===== config.mk =====
export PLATFORM = sky130hd
export DESIGN_NAME = apq_ctrl
export DESIGN_NICKNAME = d
export VERILOG_FILES = /design/src/rtl/apq_pkg.sv /design/src/rtl/apq_ctrl.sv
export SDC_FILE = /design/constraint.sdc
export NUM_CORES = 1
export LEC_CHECK = 0
export ABC_AREA = 1
export ABC_CLOCK_PERIOD_IN_PS = 3000
export BUFFER_PORTS_ARGS = -buffer_cell sky130_fd_sc_hd__buf_2
export CORE_AREA = 3 3 40 42
export CTS_BUF_LIST = sky130_fd_sc_hd__clkbuf_8
export DETAILED_ROUTE_END_ITERATION = 16
export DIE_AREA = 0 0 43 45
export PLACE_DENSITY_LB_ADDON = 0.05
export RECOVER_POWER = 25
export SLEW_MARGIN = 20
export SYNTH_ARGS = -nofsm -noshare
export SYNTH_HDL_FRONTEND = slang
export SYNTH_SLANG_ARGS = --single-unit
export TNS_END_PERCENT = 5

===== constraint.sdc =====
create_clock -name clk -period 3 [get_ports clk]
set_input_delay 0.3 -clock clk [delete_from_list [all_inputs] [get_ports clk]]
set_output_delay 0.3 -clock clk [all_outputs]
set_load 0.05 [all_outputs]

===== src/rtl/apq_pkg.sv =====
// Shared types and constants for the array priority queue.
// No dependencies; apq_ram aside, every other file in rtl/ refers to it by scoped names.
package apq_pkg;

    localparam int CMD_W  = 2;
    localparam int VAL_W  = 32;
    localparam int PRIO_W = 32;
    localparam int STAT_W = 2;
    localparam int OCC_W  = 8;
    localparam int ENTRY_W = VAL_W + PRIO_W;

    typedef enum logic [CMD_W-1:0] {
        CMD_ENQ  = 2'd0,
        CMD_DEQ  = 2'd1,
        CMD_PEEK = 2'd2,
        CMD_NOP  = 2'd3
    } cmd_t;

    typedef enum logic [STAT_W-1:0] {
        ST_OK    = 2'd0,
        ST_OVER  = 2'd1,
        ST_UNDER = 2'd2
    } status_t;

    typedef enum logic [3:0] {
        S_IDLE  = 4'b0001,
        S_SCAN  = 4'b0010,
        S_SHIFT = 4'b0100,
        S_DONE  = 4'b1000
    } state_t;

    // Controller to datapath.
    typedef struct packed {
        logic ready;        // input channel may accept a word
        logic take;         // input word accepted this cycle
        logic scan;         // one step of the maximum search
        logic shift_start;  // search finished on a dequeue, set up the gap close
        logic shift;        // one step of the gap close
        logic load;         // move the result into the output register
    } ctl_t;

    // Datapath to controller.
    typedef struct packed {
        logic in_valid;
        logic need_scan;
        logic scan_last;
        logic is_deq;
        logic shift_done;
        logic out_free;
    } stat_t;

endpackage


===== src/rtl/apq_ctrl.sv =====
// Controller state machine of the array priority queue.
// Depends on apq_pkg for the state, command and status types.
module apq_ctrl (
    input  logic           clk,
    input  logic           rst_n,
    input  apq_pkg::stat_t stat,
    output apq_pkg::ctl_t  ctl
);

    apq_pkg::state_t state_reg, state_next;

    always_ff @(posedge clk or negedge rst_n)
    begin
        if (!rst_n)
        begin
            state_reg <= apq_pkg::S_IDLE;
        end
        else
        begin
            state_reg <= state_next;
        end
    end

    always_comb
    begin
        ctl             = '0;
        state_next      = state_reg;
        unique case (state_reg)
            apq_pkg::S_IDLE:
            begin
                ctl.ready = 1'b1;
                ctl.take  = stat.in_valid;
                if (stat.in_valid)
                begin
                    state_next = stat.need_scan ? apq_pkg::S_SCAN : apq_pkg::S_DONE;
                end
            end
            apq_pkg::S_SCAN:
            begin
                ctl.scan        = 1'b1;
                ctl.shift_start = stat.scan_last && stat.is_deq;
                if (stat.scan_last)
                begin
                    state_next = stat.is_deq ? apq_pkg::S_SHIFT : apq_pkg::S_DONE;
                end
            end
            apq_pkg::S_SHIFT:
            begin
                ctl.shift = 1'b1;
                if (stat.shift_done)
                begin
                    state_next = apq_pkg::S_DONE;
                end
            end
            apq_pkg::S_DONE:
            begin
                ctl.load = stat.out_free;
                if (stat.out_free)
                begin
                    state_next = apq_pkg::S_IDLE;
                end
            end
            default:
            begin
                state_next = apq_pkg::S_IDLE;
            end
        endcase
    end

endmodule


==> impl_metrics.csv, run 1 <==
group,metric,value,unit
min_path,holdPathStages,4,
die,io_pins,14,
global_route,grt-ovfl-total,0,
flow_run,drv_cap,0,
synth,synth_cells,50,
synth,synth_cell_types,9,
detailed_routing,dr.pass1.iters,3,
setup_path,critPathRequiredTime,2.70,ns
cells_and_area,stdcell_count,83,
synth,ys_seq_area_share,34.8,%
clock_tree,insertion_delay,0.22,ns
clock_tree,cts-root-buf,"clkbuf_8",
clock_tree,cts_buffers,3,
min_path,hp-class,"primary input to flip-flop",
clock_tree,h-tree-depth,1,
setup_path,critPathMaxFanout,3,
detailed_routing,avgViaCountPerCell,3.77,
place,post-dp-hpwl,652,um
detailed_routing,via_count,313,
timing,skew,0.00103,ns
cells_and_area,nets,77,
setup_path,cp-end-kind,"output port",
power,power_density,1070,mW/mm^2
timing,rsz0062_at_grt,"no",
status,status,"finished, final reports clean",
timing,fin_ws,1.26,ns
clock_tree,cts_buffer_depth,2,
min_path,min_to,"state_reg[0]",
clock_tree,clock_sinks,4,
cells_and_area,syn_to_final_growth,47.2,%
place,pre_cts_ws,1.48,ns
global_route,globalRouteTotalUtil,9.45,%
global_route,grt_start_max_net_pins,7,
timing,period_needed,1.74,ns
power,leakage,0.000291,uW
cells_and_area,largest_reg_flops,4,
setup_path,r2r_cells,7,
timing,slew_violations,0,
die,die_h,45,um
timing,tightest_slew,0.262,ns
detailed_routing,wirelength,773,um
timing,final_hold_viol_count,0,
timing,finalSetupTns,0,ns
place,dp.cells,78,
synth,syn_avg_cell_area,5.83,sq um
place,gp_congestion,0.657,
detailed_routing,drtIter0Drc,4,
setup_path,worstReg2RegEnd,"state_reg[3]",
clock_tree,cts_tree,"yes",
place,dpl_cell_area,375,sq um
cells_and_area,diodes,0,
clock_tree,clk_pin_slew,0.03,ns
synth,syn-cell-area,292,sq um
min_path,hold_start,"stat[5]",
setup_path,rrSetupSlack,1.75,ns
setup_path,reg2reg_from,"state_reg[0]",
timing,report.final.setup_viol,0,
setup_path,cp-start-kind,"flip-flop",
power,ir_worst_vdd,0.000373,V
global_route,grt_pass1_vias,326,
synth,ys_ff_latch,4,
die,fp.dieW,43,um
detailed_routing,wire_per_inst,9.31,um
die,coreArea,0.00128,sq mm
clock_tree,cts_setup_buffers,0,
detailed_routing,drcViolationCount,0,
synth,yosys_warnings,0,
synth,yosys-top-cells-area,"dfrtp_1 26%, nand2_1 18%, inv_1 15%",
synth,synth_top_area_cell,"dfrtp_1",
cells_and_area,finalInstanceArea,429,sq um
die,rows,13,
timing,max_freq,576,MHz
global_route,antenna_found_initial,0,
setup_path,worst-setup-path-type,"flip-flop to output port",
timing,relSlewSlack,82.4,%
place,portBuffers,13,
synth,synth_nets,58,
setup_path,arrival,1.44,ns
timing,fin_crit_sh,57.9,%
global_route,grt_pass1_wl,1340,um
die,dieArea,0.00194,sq mm
die,start_util,22.7,%
detailed_routing,postRouteAntennaNets,0,
cells_and_area,drive_gt1_share,26.5,%
synth,synth_top_area_share,25.8,%
[area by class of cell]
| class | instances | area [sq um] |
|---|---|---|
| clock buffer | 3 | 41.3 |
| clock inverter | 1 | 3.75 |
| fill | 161 | 856 |
| inverter | 12 | 45.0 |
| multi-input combinational | 34 | 145 |
| sequential | 4 | 101 |
| tap | 15 | 18.8 |
| timing repair buffer | 14 | 73.8 |
[cells in the final DEF, fill, tap and decap left out]
| master | n |
|---|---|
| inv_1 | 13 |
| clkbuf_8 | 3 |
| clkbuf_1 | 1 |
| dlygate4sd3_1 | 1 |
| dfstp_2 | 1 |
| buf_2 | 12 |
| nand3_1 | 6 |
| nor2_1 | 10 |
| nand2_1 | 14 |
| o21ai_0 | 1 |
| dfrtp_1 | 3 |
| nand3b_1 | 1 |
| nor2_2 | 2 |
[critical path, stage by stage (launching register included)]
cell,delay [ns]
dfstp_2,0.53
inv_1,0.04
nor2_1,0.18
nand2_1,0.12
nor2_1,0.09
buf_2,0.26
[where the power goes]
part	switching, uW	internal (uW)	leakage [uW]
registers	14.8	80.1	0.0000509
clock network	29.8	87.4	0.0000269
logic	185	63.8	0.000213
[kinds of logic (layout without fill, tap and decap cells)]
kind of cell,after synthesis,in the layout,share of synthesized area [%]
compound gates,1,1,1.72
buf+inv,12,30,15.4
flops,4,4,34.8
simple gates,33,33,48.1
[metal layers]
| layer | up-vias | part of all wire (%) | track usage [%] |
|---|---|---|---|
| met2 | 10 | 43 | 12.9 |
| li1 | 183 | - | - |
| met3 | 0 | 5.7 | 0 |
| met4 | 0 | 0 | 9.04 |
| met5 | - | 0 | 0 |
| met1 | 120 | 52 | 13.4 |
[cell usage after synthesis]
| master | count |
|---|---|
| dfrtp_1 | 3 |
| dfstp_2 | 1 |
| inv_1 | 12 |
| nand2_1 | 14 |
| nand3_1 | 6 |
| nand3b_1 | 1 |
| nor2_1 | 10 |
| nor2_2 | 2 |
| o21ai_0 | 1 |
[worst max path at each step]
stage	startpoint	to	slack [ns]
final	state_reg[0]	ctl[4]	1.26
after global routing	state_reg[0]	ctl[4]	1.15
after CTS	state_reg[0]	ctl[4]	1.25
after detailed placement	state_reg[0]	ctl[4]	1.48
after global placement	state_reg[0]	ctl[4]	1.48
after floorplan	state_reg[0]	ctl[4]	1.27
[through the flow]
| stage | total power [uW] | hold WS (ns) | utilization (%) |
|---|---|---|---|
| floorplan | 289 | 0.00441 | - |
| global placement | 348 | 0.113 | 29.2 |
| detailed placement | 346 | 0.111 | 29.2 |
| CTS | 469 | 0.369 | 33.5 |
| global route | 506 | 0.389 | 33.4 |
| finish | 461 | 0.377 | 33.4 |
[timing repair]
action	CTS	global route
endpoints found under the hold margin	3	0
gates resized for setup	0	0
hold buffers	1	0
endpoints found under the setup margin	0	0
No activity file was read; power rests on OpenSTA's default activity.
==> inputs of run 2 (changes only) <==
- ABC_CLOCK_PERIOD_IN_PS: 3000 -> 1490
- clock period: 3 -> 1.49 ns (I/O delays scaled with it)
==> impl_metrics.csv, run 2 (synthesis gave the netlist of run 1 again) <==
group,metric,value,unit
cells_and_area,drive_gt1_share,36.2,%
global_route,met1_usage,9.49,%
clock_tree,cts_setup_buffers,0,
clock_tree,h-tree-depth,1,
setup_path,critPathMaxFanout,3,
timing,skew,0.00666,ns
timing,tightest_slew,0.249,ns
timing,rsz0062_at_grt,"yes",
place,post-dp-hpwl,607,um
timing,relSlewSlack,83.5,%
setup_path,worstSetupStartpoint,"state_reg[0]",
power,power_density,2170,mW/mm^2
global_route,busiest_layer,"met2",
detailed_routing,via_count,354,
detailed_routing,dr.pass1.iters,4,
die,dieArea,0.00194,sq mm
die,fp.dieW,43,um
die,start_util,22.7,%
timing,final_hold_viol_count,0,
die,rows,13,
detailed_routing,avgViaCountPerCell,4.21,
status,status,"finished, final reports clean",
die,coreArea,0.00128,sq mm
setup_path,worstReg2RegEnd,"state_reg[1]",
power,ir_worst_vdd,0.00114,V
cells_and_area,syn_to_final_growth,63.9,%
global_route,grt_start_max_net_pins,5,
setup_path,crit_path_end,"ctl[4]",
flow_run,drv_cap,0,
cells_and_area,largest_reg_flops,4,
setup_path,cp-end-kind,"output port",
cells_and_area,stdcell_count,84,
place,gp_congestion,0.781,
detailed_routing,wirelength,787,um
global_route,grt_pass1_wl,1230,um
cells_and_area,diodes,0,
setup_path,reg2reg_from,"state_reg[0]",
clock_tree,clk_pin_slew,0.03,ns
global_route,grt-ovfl-total,0,
timing,period_needed,1.43,ns
clock_tree,cts-root-buf,"clkbuf_8",
detailed_routing,drtIter0Drc,8,
power,leakage,0.000301,uW
global_route,grtUsageMet3,2.39,%
clock_tree,insertion_delay,0.22,ns
clock_tree,clock_sinks,4,
global_route,antenna_found_initial,0,
die,die_h,45,um
detailed_routing,drcViolationCount,0,
global_route,grt_pass1_vias,317,
setup_path,cp-start-kind,"flip-flop",
timing,slew_violations,0,
setup_path,rrSetupSlack,0.29,ns
timing,max_freq,699,MHz
place,portBuffers,13,
cells_and_area,final_common_cell,"inv_1",
setup_path,arrival,1.28,ns
setup_path,r2r_cells,7,
timing,report.final.setup_viol,0,
cells_and_area,nets,78,
setup_path,worst-setup-path-type,"flip-flop to output port",
setup_path,critPathRequiredTime,1.34,ns
clock_tree,cts_buffer_depth,2,
die,io_pins,14,
timing,holdWs,0.220,ns
cells_and_area,finalInstanceArea,478,sq um
cells_and_area,mostFrequentLayoutCells,"13 x inv_1, 12 x nand2_1, 8 x buf_2",
detailed_routing,wire_per_inst,9.37,um
place,dpl_cell_area,385,sq um
clock_tree,cts_buffers,3,
clock_tree,cts_tree,"yes",
place,dp.cells,79,
detailed_routing,postRouteAntennaNets,0,
min_path,hp-class,"primary input to flip-flop",
global_route,groute.layer.met2.usage,14.4,%
timing,fin_crit_sh,96.1,%
global_route,globalRouteTotalUtil,8.77,%
-- run 2: cell types whose count changed in the layout (fill, tap and decap cells not counted), sizes merged --
cell / delta
clkbuf: +1
-- run 2: routing by layer --
metal	vias to the layer above	part of all wire [%]
li1	184	-
met1	153	42
met2	17	49
met3	0	8.6
met4	0	0
met5	-	0
-- run 2: timing repair --
| action | 4_1_cts | 5_1_grt |
|---|---|---|
| gates cloned | 0 | 0 |
| hold buffers | 1 | 0 |
| endpoints found under the setup margin | 2 | 6 |
| endpoints found under the hold margin | 4 | 0 |
| resized for setup | 4 | 10 |
-- run 2: through the flow --
stage	util (%)	total power (uW)	TNS, ns	worst slack (ns)
finish	37.2	1040	0	0.0587
CTS	35.2	999	0	0.00390
global placement	30.0	721	0	0.165
floorplan	-	588	-0.00289	-0.00289
detailed placement	30.0	707	0	0.159
global route	37.2	1120	-0.0566	-0.0309
-- run 2: where the power goes --
group	switching (uW)	internal, uW
Clock	62.9	176
Sequential	44.7	162
Combinational	394	199
-- run 2: how the worst min path moves through the flow --
stage	slack, ns	cells past startpoint	from	end
after floorplan	-0.15	0	rst_n	state_reg[1]
after global placement	-0.04	1	rst_n	state_reg[2]
after detailed placement	-0.04	1	rst_n	state_reg[2]
after CTS	0.22	4	stat[5]	state_reg[0]
after global routing	0.26	4	stat[0]	state_reg[3]
final	0.22	4	stat[5]	state_reg[0]
-- run 2: critical path: stages (launching register included) --
cell and delay [ns]:
dfstp_2 0.54, inv_1 0.05, nor2_2 0.13, nand2_2 0.08, nor2_2 0.09, buf_6 0.16
-- run 2: area by class of cell --
| cell class | count | area [sq um] |
|---|---|---|
| clock buffers | 3 | 41.3 |
| well taps | 15 | 18.8 |
| multi-input cells | 34 | 165 |
| clock inverters | 1 | 3.75 |
| inverters | 12 | 45.0 |
| repair buffers | 15 | 103 |
| flip-flops and latches | 4 | 101 |
| fillers | 147 | 807 |
